$ cat src/sv/lfcp_pkg.sv
// ----------------------------------------------------------------------------
// lfcp_pkg
// shared types, widths, register indexes and the control program of the
// line-follow cascaded pid block
// ----------------------------------------------------------------------------
package lfcp_pkg;

  // field and register widths
  localparam int GAIN_W   = 10;
  localparam int NGAINS   = 6;
  localparam int CFG_W    = GAIN_W * NGAINS;
  localparam int IDX_W    = 3;
  localparam int LEVEL_W  = 7;
  localparam int BYTE_W   = 8;
  localparam int TGT_W    = 16;
  localparam int IN_W     = 8;
  localparam int OUT_W    = 24;

  // per-mode loop state
  localparam int STEER_PREV_W = 10;
  localparam int STEER_INT_W  = 32;
  localparam int SPEED_PREV_W = 24;
  localparam int SPEED_INT_W  = 40;

  // shared multiply-accumulate datapath
  localparam int OPND_W = 25;
  localparam int INT_W  = SPEED_INT_W;
  localparam int SPLIT  = 20;
  localparam int PROD_W = GAIN_W + OPND_W;
  localparam int ACC_W  = 56;

  // register indexes
  localparam logic [IDX_W-1:0] REG_REF_OFFSET     = 3'd0;
  localparam logic [IDX_W-1:0] REG_NORMAL_TARGETS = 3'd1;
  localparam logic [IDX_W-1:0] REG_SEARCH_TARGETS = 3'd2;
  localparam logic [IDX_W-1:0] REG_NORMAL_GAINS   = 3'd3;
  localparam logic [IDX_W-1:0] REG_SEARCH_GAINS   = 3'd4;
  localparam logic [IDX_W-1:0] REG_MIN_SPEED      = 3'd5;
  localparam logic [IDX_W-1:0] REG_STEER_TARGET   = 3'd6;

  // special operations of a step
  localparam logic [2:0] OP_NONE = 3'd0;
  localparam logic [2:0] OP_E1   = 3'd1;  // steering error from the sample
  localparam logic [2:0] OP_INT  = 3'd2;  // difference, integral, state update
  localparam logic [2:0] OP_E2   = 3'd3;  // speed error and steer result
  localparam logic [2:0] OP_ABS  = 3'd4;  // magnitude of speed pid output
  localparam logic [2:0] OP_SPD  = 3'd5;  // speed candidate with floor
  localparam logic [2:0] OP_OUT  = 3'd6;  // hand result to output register

  // gain within the current pass
  localparam logic [1:0] G_P = 2'd0;
  localparam logic [1:0] G_I = 2'd1;
  localparam logic [1:0] G_D = 2'd2;

  // multiplier operand
  localparam logic [1:0] B_ERR  = 2'd0;
  localparam logic [1:0] B_ILO  = 2'd1;
  localparam logic [1:0] B_IHI  = 2'd2;
  localparam logic [1:0] B_DIFF = 2'd3;

  // accumulator operation
  localparam logic [1:0] ACC_NONE = 2'd0;
  localparam logic [1:0] ACC_LOAD = 2'd1;
  localparam logic [1:0] ACC_ADD  = 2'd2;

  // jump conditions
  localparam logic [1:0] JMP_NONE   = 2'd0;
  localparam logic [1:0] JMP_ALWAYS = 2'd1;
  localparam logic [1:0] JMP_PASS   = 2'd2;

  localparam int PC_W = 4;
  localparam logic [PC_W-1:0] PC_LOOP  = 4'd1;
  localparam logic [PC_W-1:0] PC_FINAL = 4'd8;
  localparam logic [PC_W-1:0] PC_OUT   = 4'd10;

  typedef struct packed {
    logic [2:0]      op;
    logic            mul_en;
    logic [1:0]      gsel;
    logic [1:0]      bsel;
    logic [1:0]      acc_op;
    logic            acc_shift;
    logic [1:0]      jmp;
    logic [PC_W-1:0] target;
  } ctrl_t;

  typedef struct packed {
    logic [BYTE_W-1:0] ref_offset;
    logic [TGT_W-1:0]  normal_targets;
    logic [TGT_W-1:0]  search_targets;
    logic [CFG_W-1:0]  normal_gains;
    logic [CFG_W-1:0]  search_gains;
    logic [BYTE_W-1:0] min_speed;
    logic [BYTE_W-1:0] steer_target;
  } cfg_t;

  // control program: steering pass, then the same mac steps as speed pass
  function automatic ctrl_t ucode(input logic [PC_W-1:0] pc);
    ctrl_t c;
    c = '0;
    case (pc)
      4'd0: c.op = OP_E1;
      4'd1: c.op = OP_INT;
      4'd2: begin
        c.mul_en = 1'b1; c.gsel = G_P; c.bsel = B_ERR;
      end
      4'd3: begin
        c.mul_en = 1'b1; c.gsel = G_I; c.bsel = B_ILO; c.acc_op = ACC_LOAD;
      end
      4'd4: begin
        c.mul_en = 1'b1; c.gsel = G_I; c.bsel = B_IHI; c.acc_op = ACC_ADD;
      end
      4'd5: begin
        c.mul_en = 1'b1; c.gsel = G_D; c.bsel = B_DIFF; c.acc_op = ACC_ADD;
        c.acc_shift = 1'b1;
      end
      4'd6: begin
        c.acc_op = ACC_ADD; c.jmp = JMP_PASS; c.target = PC_FINAL;
      end
      4'd7: begin
        c.op = OP_E2; c.jmp = JMP_ALWAYS; c.target = PC_LOOP;
      end
      4'd8: c.op = OP_ABS;
      4'd9: c.op = OP_SPD;
      4'd10: c.op = OP_OUT;
      default: begin
        c.jmp = JMP_ALWAYS; c.target = PC_OUT;
      end
    endcase
    return c;
  endfunction

endpackage

$ cat src/sv/lfcp_datapath.sv
// ----------------------------------------------------------------------------
// lfcp_datapath
// shared multiply-accumulate datapath and per-mode loop state, driven one
// control word per cycle
// ----------------------------------------------------------------------------
module lfcp_datapath #(
  parameter int GAIN_FRAC_BITS = 6
) (
  input  logic                         clk,
  input  logic                         rst,
  input  lfcp_pkg::ctrl_t              ctrl,
  input  logic                         start,
  input  logic                         in_mode,
  input  logic [lfcp_pkg::LEVEL_W-1:0] in_level,
  input  lfcp_pkg::cfg_t               cfg,
  output logic                         pass,
  output logic [lfcp_pkg::BYTE_W-1:0]  speed,
  output logic [lfcp_pkg::BYTE_W-1:0]  steer
);
  import lfcp_pkg::*;

  localparam int F  = GAIN_FRAC_BITS;
  localparam int F2 = 2 * GAIN_FRAC_BITS;
  localparam int WW = ACC_W + 1;

  localparam logic [ACC_W-1:0] RND1 = ACC_W'((64'd1 << F) - 64'd1);
  localparam logic [ACC_W-1:0] RND2 = ACC_W'((64'd1 << F2) - 64'd1);
  localparam logic signed [ACC_W-1:0] ZERO_A = 0;

  localparam logic signed [INT_W:0] ONE_I   = 1;
  localparam logic signed [INT_W:0] I32_MAX = (ONE_I <<< (STEER_INT_W - 1)) - ONE_I;
  localparam logic signed [INT_W:0] I32_MIN = -(ONE_I <<< (STEER_INT_W - 1));
  localparam logic signed [INT_W:0] I40_MAX = (ONE_I <<< (SPEED_INT_W - 1)) - ONE_I;
  localparam logic signed [INT_W:0] I40_MIN = -(ONE_I <<< (SPEED_INT_W - 1));

  localparam logic signed [WW-1:0] ONE_W   = 1;
  localparam logic signed [WW-1:0] E24_MAX = (ONE_W <<< (SPEED_PREV_W - 1)) - ONE_W;
  localparam logic signed [WW-1:0] E24_MIN = -(ONE_W <<< (SPEED_PREV_W - 1));

  localparam logic signed [ACC_W-1:0] S8_MAX = 127;
  localparam logic signed [ACC_W-1:0] S8_MIN = -128;

  function automatic logic [BYTE_W-1:0] sat8(input logic signed [ACC_W-1:0] v);
    logic [BYTE_W-1:0] r;
    if (v > S8_MAX) r = 8'h7f;
    else if (v < S8_MIN) r = 8'h80;
    else r = v[BYTE_W-1:0];
    return r;
  endfunction

  // item and working registers
  logic                           mode;
  logic [LEVEL_W-1:0]             level;
  logic signed [OPND_W-1:0]       err;
  logic signed [OPND_W-1:0]       diff;
  logic signed [INT_W-1:0]        integ;
  logic signed [PROD_W-1:0]       prod;
  logic signed [ACC_W-1:0]        acc;
  logic [BYTE_W-1:0]              steer_r;

  // loop state, one entry per mode
  logic signed [STEER_PREV_W-1:0] steer_prev [2];
  logic signed [STEER_INT_W-1:0]  steer_int  [2];
  logic signed [SPEED_PREV_W-1:0] speed_prev [2];
  logic signed [SPEED_INT_W-1:0]  speed_int  [2];

  logic [TGT_W-1:0]               tg;
  logic [CFG_W-1:0]               gs;
  logic signed [STEER_PREV_W-1:0] sample;
  logic signed [STEER_PREV_W-1:0] e1;
  logic signed [OPND_W-1:0]       prev_sel;
  logic signed [INT_W-1:0]        int_sel;
  logic signed [INT_W:0]          isum;
  logic signed [INT_W-1:0]        isat;
  logic [2:0]                     gk;
  logic signed [GAIN_W-1:0]       gain;
  logic signed [OPND_W-1:0]       opnd;
  logic signed [ACC_W-1:0]        prod_ext;
  logic signed [WW-1:0]           e2_full;
  logic signed [OPND_W-1:0]       e2_sat;
  logic signed [ACC_W-1:0]        tr1;
  logic signed [ACC_W-1:0]        tr2;
  logic signed [WW-1:0]           sp;
  logic signed [WW-1:0]           fl;

  always_comb begin
    tg = mode ? cfg.search_targets : cfg.normal_targets;
    gs = mode ? cfg.search_gains : cfg.normal_gains;

    // steering error, ten bits hold every case
    sample = $signed({3'b000, level}) + STEER_PREV_W'($signed(cfg.ref_offset));
    e1     = $signed({2'b00, tg[BYTE_W-1:0]}) - sample;

    // state of the current pass
    if (pass) begin
      prev_sel = OPND_W'(speed_prev[mode]);
      int_sel  = speed_int[mode];
    end else begin
      prev_sel = OPND_W'(steer_prev[mode]);
      int_sel  = INT_W'(steer_int[mode]);
    end
    isum = (INT_W+1)'(int_sel) + (INT_W+1)'(err);
    if (pass) begin
      if (isum > I40_MAX) isat = INT_W'(I40_MAX);
      else if (isum < I40_MIN) isat = INT_W'(I40_MIN);
      else isat = isum[INT_W-1:0];
    end else begin
      if (isum > I32_MAX) isat = INT_W'(I32_MAX);
      else if (isum < I32_MIN) isat = INT_W'(I32_MIN);
      else isat = isum[INT_W-1:0];
    end

    // multiplier operands; wide integral goes through in two halves
    gk   = {1'b0, ctrl.gsel} + (pass ? 3'd3 : 3'd0);
    gain = $signed(gs[GAIN_W*gk +: GAIN_W]);
    case (ctrl.bsel)
      B_ERR:   opnd = err;
      B_ILO:   opnd = $signed({{(OPND_W-SPLIT){1'b0}}, integ[SPLIT-1:0]});
      B_IHI:   opnd = OPND_W'($signed(integ[INT_W-1:SPLIT]));
      B_DIFF:  opnd = diff;
      default: opnd = err;
    endcase
    prod_ext = ACC_W'(prod);

    // speed error from raw steering value
    e2_full = (WW'($signed(cfg.steer_target)) <<< F) - WW'(acc);
    if (e2_full > E24_MAX) e2_sat = OPND_W'(E24_MAX);
    else if (e2_full < E24_MIN) e2_sat = OPND_W'(E24_MIN);
    else e2_sat = e2_full[OPND_W-1:0];

    // truncation toward zero
    tr1 = (acc + (acc[ACC_W-1] ? $signed(RND1) : ZERO_A)) >>> F;
    tr2 = (acc + (acc[ACC_W-1] ? $signed(RND2) : ZERO_A)) >>> F2;

    // speed candidate and floor
    sp = (WW'($signed(tg[TGT_W-1:BYTE_W])) <<< F2) - WW'(acc);
    fl = WW'($signed(cfg.min_speed)) <<< F2;
  end

  always_ff @(posedge clk) begin
    if (rst) begin
      pass <= 1'b0;
      for (int i = 0; i < 2; i++) begin
        steer_prev[i] <= '0;
        steer_int[i]  <= '0;
        speed_prev[i] <= '0;
        speed_int[i]  <= '0;
      end
    end else begin
      if (start) begin
        mode  <= in_mode;
        level <= in_level;
        pass  <= 1'b0;
      end

      case (ctrl.op)
        OP_E1: err <= OPND_W'(e1);
        OP_INT: begin
          diff  <= err - prev_sel;
          integ <= isat;
          if (pass) begin
            speed_prev[mode] <= err[SPEED_PREV_W-1:0];
            speed_int[mode]  <= isat;
          end else begin
            steer_prev[mode] <= err[STEER_PREV_W-1:0];
            steer_int[mode]  <= isat[STEER_INT_W-1:0];
          end
        end
        OP_E2: begin
          err     <= e2_sat;
          steer_r <= sat8(tr1);
          pass    <= 1'b1;
        end
        OP_ABS: acc <= acc[ACC_W-1] ? -acc : acc;
        OP_SPD: acc <= (sp < fl) ? fl[ACC_W-1:0] : sp[ACC_W-1:0];
        default: ;
      endcase

      if (ctrl.mul_en) prod <= PROD_W'(gain) * PROD_W'(opnd);

      case (ctrl.acc_op)
        ACC_LOAD: acc <= prod_ext;
        ACC_ADD:  acc <= acc + (ctrl.acc_shift ? (prod_ext <<< SPLIT) : prod_ext);
        default: ;
      endcase
    end
  end

  assign speed = sat8(tr2);
  assign steer = steer_r;

endmodule

$ cat src/sv/line_follow_cascaded_pid.sv
// ----------------------------------------------------------------------------
// line_follow_cascaded_pid
// two-loop pid controller for line tracing: steering loop on reflectance,
// speed loop on steering, separate state and gains for normal and search mode
// ----------------------------------------------------------------------------
// One item is in flight at a time. After a word is accepted the block runs an
// eleven-word control program through a single shared 10 x 25 multiplier,
// seventeen steps in all: the steering error, then the integral step and five
// multiply/accumulate steps for the steering pid (the wide integral goes
// through the multiplier as two halves), one step for the speed error, the
// integral step and the same five steps again for the speed pid, then
// magnitude, floor and output steps. The result word is registered at the
// output step, and the input side is ready again in the same cycle that
// the result appears, so a new word is taken only once the previous word's
// program is through. A finished result waits in the output register without
// holding the sequencer, so the next input may be accepted and computed
// meanwhile; only its output step waits until the register is free.
// Configuration is taken at any time through the write port and should only
// change while no word is being worked on.
// ----------------------------------------------------------------------------
module line_follow_cascaded_pid #(
  parameter int GAIN_FRAC_BITS = 6
) (
  input  logic                       clk,
  input  logic                       rst,
  // configuration write port
  input  logic                       cfg_wen,
  input  logic [lfcp_pkg::IDX_W-1:0] cfg_addr,
  input  logic [lfcp_pkg::CFG_W-1:0] cfg_wdata,
  // input words
  input  logic                       s_tvalid,
  output logic                       s_tready,
  input  logic [lfcp_pkg::IN_W-1:0]  s_tdata,   // [6:0] reflection_level, [7] zero
  input  logic [0:0]                 s_tuser,   // [0] search_mode
  // result words
  output logic                       m_tvalid,
  input  logic                       m_tready,
  output logic [lfcp_pkg::OUT_W-1:0] m_tdata    // [7:0] speed, [15:8] steer,
                                                // [16] centered, [23:17] zero
);
  import lfcp_pkg::*;

  // configuration registers
  cfg_t cfg;

  // sequencer
  logic              busy;
  logic [PC_W-1:0]   pc;
  ctrl_t             uword;
  ctrl_t             ctrl;
  logic              start;
  logic              out_free;
  logic              take;
  logic              pass;
  logic [BYTE_W-1:0] speed_val;
  logic [BYTE_W-1:0] steer_val;

  always_ff @(posedge clk) begin
    if (rst) begin
      cfg <= '0;
    end else if (cfg_wen) begin
      case (cfg_addr)
        REG_REF_OFFSET:     cfg.ref_offset     <= cfg_wdata[BYTE_W-1:0];
        REG_NORMAL_TARGETS: cfg.normal_targets <= cfg_wdata[TGT_W-1:0];
        REG_SEARCH_TARGETS: cfg.search_targets <= cfg_wdata[TGT_W-1:0];
        REG_NORMAL_GAINS:   cfg.normal_gains   <= cfg_wdata;
        REG_SEARCH_GAINS:   cfg.search_gains   <= cfg_wdata;
        REG_MIN_SPEED:      cfg.min_speed      <= cfg_wdata[BYTE_W-1:0];
        REG_STEER_TARGET:   cfg.steer_target   <= cfg_wdata[BYTE_W-1:0];
        default: ;  // unknown index, dropped
      endcase
    end
  end

  assign s_tready = !busy;
  assign start    = s_tvalid && s_tready;

  // the program word only reaches the datapath while an item is running
  assign uword    = ucode(pc);
  assign ctrl     = busy ? uword : '0;
  assign out_free = !m_tvalid || m_tready;
  assign take     = busy && (uword.op == OP_OUT) && out_free;

  always_ff @(posedge clk) begin
    if (rst) begin
      busy <= 1'b0;
      pc   <= '0;
    end else if (start) begin
      busy <= 1'b1;
      pc   <= '0;
    end else if (busy) begin
      if (uword.op == OP_OUT) begin
        // last step waits here until the output register is free
        if (out_free) busy <= 1'b0;
      end else if (uword.jmp == JMP_ALWAYS || (uword.jmp == JMP_PASS && pass)) begin
        pc <= uword.target;
      end else begin
        pc <= pc + 1'b1;
      end
    end
  end

  lfcp_datapath #(
    .GAIN_FRAC_BITS(GAIN_FRAC_BITS)
  ) u_dp (
    .clk      (clk),
    .rst      (rst),
    .ctrl     (ctrl),
    .start    (start),
    .in_mode  (s_tuser[0]),
    .in_level (s_tdata[LEVEL_W-1:0]),
    .cfg      (cfg),
    .pass     (pass),
    .speed    (speed_val),
    .steer    (steer_val)
  );

  // output register, holds a word until taken
  always_ff @(posedge clk) begin
    if (rst) begin
      m_tvalid <= 1'b0;
    end else if (take) begin
      m_tvalid <= 1'b1;
    end else if (m_tready) begin
      m_tvalid <= 1'b0;
    end
  end

  always_ff @(posedge clk) begin
    if (take) begin
      m_tdata <= {{(OUT_W-2*BYTE_W-1){1'b0}}, (steer_val == '0), steer_val, speed_val};
    end
  end

endmodule

$ cat config.mk
export PLATFORM = sky130hd
export DESIGN_NAME = line_follow_cascaded_pid
export DESIGN_NICKNAME = d
export VERILOG_FILES = /design/src/sv/lfcp_pkg.sv /design/src/sv/lfcp_datapath.sv /design/src/sv/line_follow_cascaded_pid.sv
export SDC_FILE = /design/constraint.sdc
export NUM_CORES = 2
export LEC_CHECK = 0
export BUFFER_PORTS_ARGS = -buffer_cell sky130_fd_sc_hd__buf_4
export CAP_MARGIN = 20
export CORE_ASPECT_RATIO = 0.8
export CORE_UTILIZATION = 35
export DETAILED_ROUTE_END_ITERATION = 12
export HOLD_SLACK_MARGIN = 0.02
export PLACE_DENSITY = 0.47
export SLEW_MARGIN = 15
export SYNTH_ARGS = -nofsm -noshare
export SYNTH_HDL_FRONTEND = slang
export SYNTH_SLANG_ARGS = --single-unit
$ cat constraint.sdc
create_clock -name clk -period 34.9 [get_ports clk]
set_input_delay 3.49 -clock clk [delete_from_list [all_inputs] [get_ports clk]]
set_output_delay 3.49 -clock clk [all_outputs]
set_load 0.01 [all_outputs]
==> results by group <==
Setup path
  • Startpoint Class: flop
  • Critical path's most frequent cell: fa_1
  • Crit path to: u_dp.prod[33]
  • Crit path kind: flop to flop
  • Critical path arrival: 11.03 ns
  • Critical Path Start: pc[2]
  • Flop-to-flop setup slack: 24.25 ns
  • Critical path endpoint category: flop
  • Cell depth of the worst flop-to-flop path: 29
  • Critical Path RT: 35.28 ns
  • Slowest-stage cell, CP: dfxtp_1
  • Worst reg2reg path startpoint: pc[2]
  • Reg-to-reg critical path endpoint: u_dp.prod[33]
  • Crit-path max cell delay: 0.66 ns
  • CP Max Fanout: 22

STA
  • Fin worst setup slack: 24.25 ns
  • Worst Tran Pin Value: 1.16 ns
  • RSZ-0062 raised after global routing: false
  • Final worst-path cycle share: 30.5%
  • Final Slew Violations: 0
  • Final setup vio count: 0
  • Final Hold Viols: 0
  • Final TNS setup: 0 ns
  • Max Freq: 93.9 MHz
  • Final Skew: 0.0689 ns
  • Final min period: 10.65 ns
  • Slew HR: 21.8%

GRT
  • Met3 usage in global routing: 6.44%
  • Global route overflow: 0
  • First-pass GRT wire length: 275000 um
  • Initial antenna violation count: 14
  • Number of global-route vias before repair: 42400
  • All-Layer GR Usage: 24.3%
  • Met2 track demand over resource: 33.4%
  • Largest net degree at the start of global routing: 180
  • GR peak layer: met1
  • Global routing usage on met1: 37.2%

CTS
  • Worst-Skew Late Latency: 0.73 ns
  • CTS Hold Bufs: 0
  • Post-cts sizing count: 0
  • CTS max path bufs: 3
  • Clock transition at path regs: 0.06 ns
  • Setup Fix Bufs, Post-CTS: 0
  • CTS sink cnt: 610
  • CTS tree: built
  • Max H-tree Level: 3
  • Clock Tree Root: clkbuf_16
  • CTS buffer count: 74

Final layout
  • Nets: 6560
  • Most common cell after layout, fill and taps aside: nand2_1
  • Fraction of layout cells with a size suffix above 1: 8.80%
  • Finished Cell Area: 57500 um^2
  • Layout area overhead: 10.1%
  • Fillers: 15200
  • Commonest cells after routing, fill and taps aside: nand2_1, a21oi_1, nor2_1

Place
  • Routability cong.: 0.968
  • Setup WS pre-CTS: 24.48 ns
  • Dpl hpwl: 142000 um
  • IO buf count: 94
  • Post-DP Area: 55000 um^2

Power
  • PD cells: 33.3 nW/um^2
  • P_leak: 23.5 nW
  • Total power: 1.92 mW
  • Worst VDD drop: 33.6 uV

Synthesis
  • Synth Area in Adders: 17.3%
  • Netlist cell types: 107
  • Synth Cell Area: 52200 um^2
  • Post-synthesis compound-gate area fraction: 17.8%
  • Post-synthesis simple-gate area fraction: 18.0%
  • Post-synthesis mux area share: 4.38%
  • Sequential element share of the synthesized area: 31.6%
  • Yosys reg bits: 610
  • Yosys warns: 0
  • Post-synth top flop: edfxtp_1
  • Ys async rst share: 0%
  • Syn Area/Cell: 8.80 um^2
  • Post-synthesis xor/xnor area fraction: 5.64%
  • Synth Instances: 5933
  • Number of synthesized flops with an enable pin: 426
  • Largest family of logic cells by synthesized area: simple AND/OR/NAND/NOR gates

Die
  • Core Footprint: 148000 um^2
  • Die Height: 347 um
  • Row count: 126
  • Die Area: 151000 um^2
  • IO Pins: 103
  • Die X: 434 um
  • Initial Util: 35.3%

Routing
  • Detailed Routing Iterations Pass 1: 5
  • Initial drt markers: 4217
  • Post-DRT Antenna Nets: 0
  • DR vias: 44400
  • DR vias/cell: 5.59
  • WL per Instance: 23.4 um
  • Total Wirelength: 186000 um
  • Residual DRC: 0

Worst hold path
  • Worst Hold Class: flop to flop

Run status
  • Run status: complete, no violations

Run
  • Max-Cap Viols: 0
[where the power goes]
group          internal, mW  switching (mW)  total [mW]  leakage [nW]
logic                 0.119           0.212       0.330          16.7
registers             0.796          0.0141       0.810          5.59
clock network         0.425           0.350       0.775          1.18
total                  1.34           0.576        1.92          23.5
[cells in the mapped netlist, drive strengths merged, types with 12 or more instances]
cell / instances / area, um^2
buf: 41 / 233
ha: 371 / 4640
xor2: 89 / 780
o21bai: 37 / 278
o31ai: 18 / 149
o21ai: 209 / 1060
nor3: 98 / 522
a22oi: 22 / 165
edfxtp: 426 / 12800
a21oi: 647 / 3250
a31oi: 35 / 240
o22ai: 23 / 144
clkbuf: 254 / 955
nand3: 92 / 460
dfxtp: 184 / 3680
xnor2: 247 / 2160
or3: 19 / 119
nor2: 578 / 2170
o211ai: 32 / 290
nor4: 38 / 272
fa: 217 / 4340
mux4: 70 / 1580
nand2b: 44 / 275
and3: 40 / 250
and2: 114 / 713
o21a: 54 / 405
a211oi: 25 / 193
a221oi: 43 / 377
mux2i: 25 / 250
a21boi: 12 / 90.1
nand4: 94 / 588
a211o: 13 / 114
nand2: 825 / 3100
mux2: 41 / 462
a21o: 173 / 1300
inv: 407 / 1530
nor2b: 50 / 313
or2: 25 / 156
or4: 20 / 154
[cell type report]
cell class	instances	area (um^2)	area share [%]
Sequential cell	610	16500	28.7
Clock inverter	46	462	0.803
Antenna cell	5	12.5	0.0218
Tap cell	1984	2480	4.32
Multi-Input combinational cell	4621	33200	57.7
Inverter	413	1550	2.70
Clock buffer	87	1960	3.41
Timing Repair Buffer	175	1340	2.34
[logic make-up after synthesis]
| family | after synthesis |
|---|---|
| simple gates | 2074 |
| compound gates | 1475 |
| buf+inv | 708 |
| flops | 610 |
| fa+ha+maj | 593 |
| xor+xnor | 336 |
| mux | 136 |
| other cells | 1 |
[how the worst min path moves through the flow]
stage	depth (start not counted)	slack (ns)	start	endpoint
2_1_floorplan	0	0.42	u_dp.steer[2]	m_tdata[10]
3_3_place_gp	2	0.44	cfg[142]	cfg[142]
3_5_place_dp	0	0.44	u_dp.steer[6]	m_tdata[14]
4_1_cts	2	0.45	cfg[167]	cfg[167]
5_1_grt	0	0.47	u_dp.steer[5]	m_tdata[13]
6_report	2	0.45	cfg[102]	cfg[102]
[critical path: cells and delay by family (launching register included)]
family                     cells  cell delay, ns
buffers and inverters          6            1.29
and+or+nand+nor                5            1.62
AOI/OAI and AO/OA              7            1.75
xor gates and xnor gates       1            0.54
adders and majority gates      7            3.34
DFF                            1            0.66
muxes                          3            1.00
[through the flow]
step / util (%) / std cells / hold WS (ns)
after floorplan: - / 5939 / 0.417
after global placement: 37.2 / 7801 / 0.438
after detailed placement: 37.3 / 7802 / 0.439
after CTS: 38.9 / 7935 / 0.453
after global routing: 38.9 / 7936 / 0.467
final: 38.9 / 7941 / 0.451
[registers in the layout, indices dropped and copies added (netlist names), 25 cells and up, named ones only]
register	count
u_dp.steer_int	64
u_dp.speed_prev	48
u_dp.integ	40
u_dp.speed_int	80
u_dp.diff	25
u_dp.acc	56
cfg	176
u_dp.err	25
u_dp.prod	35
[routing by layer]
| metal | part of all wire (%) | wire, um | vias up |
|---|---|---|---|
| li1 | - | - | 20900 |
| met1 | 50 | 92400 | 21900 |
| met2 | 40 | 74900 | 1345 |
| met3 | 8.1 | 15200 | 181 |
| met4 | 1.9 | 3630 | 6 |
| met5 | 0.017 | 31 | - |
Note: power is estimated with default switching activity, not from simulation.
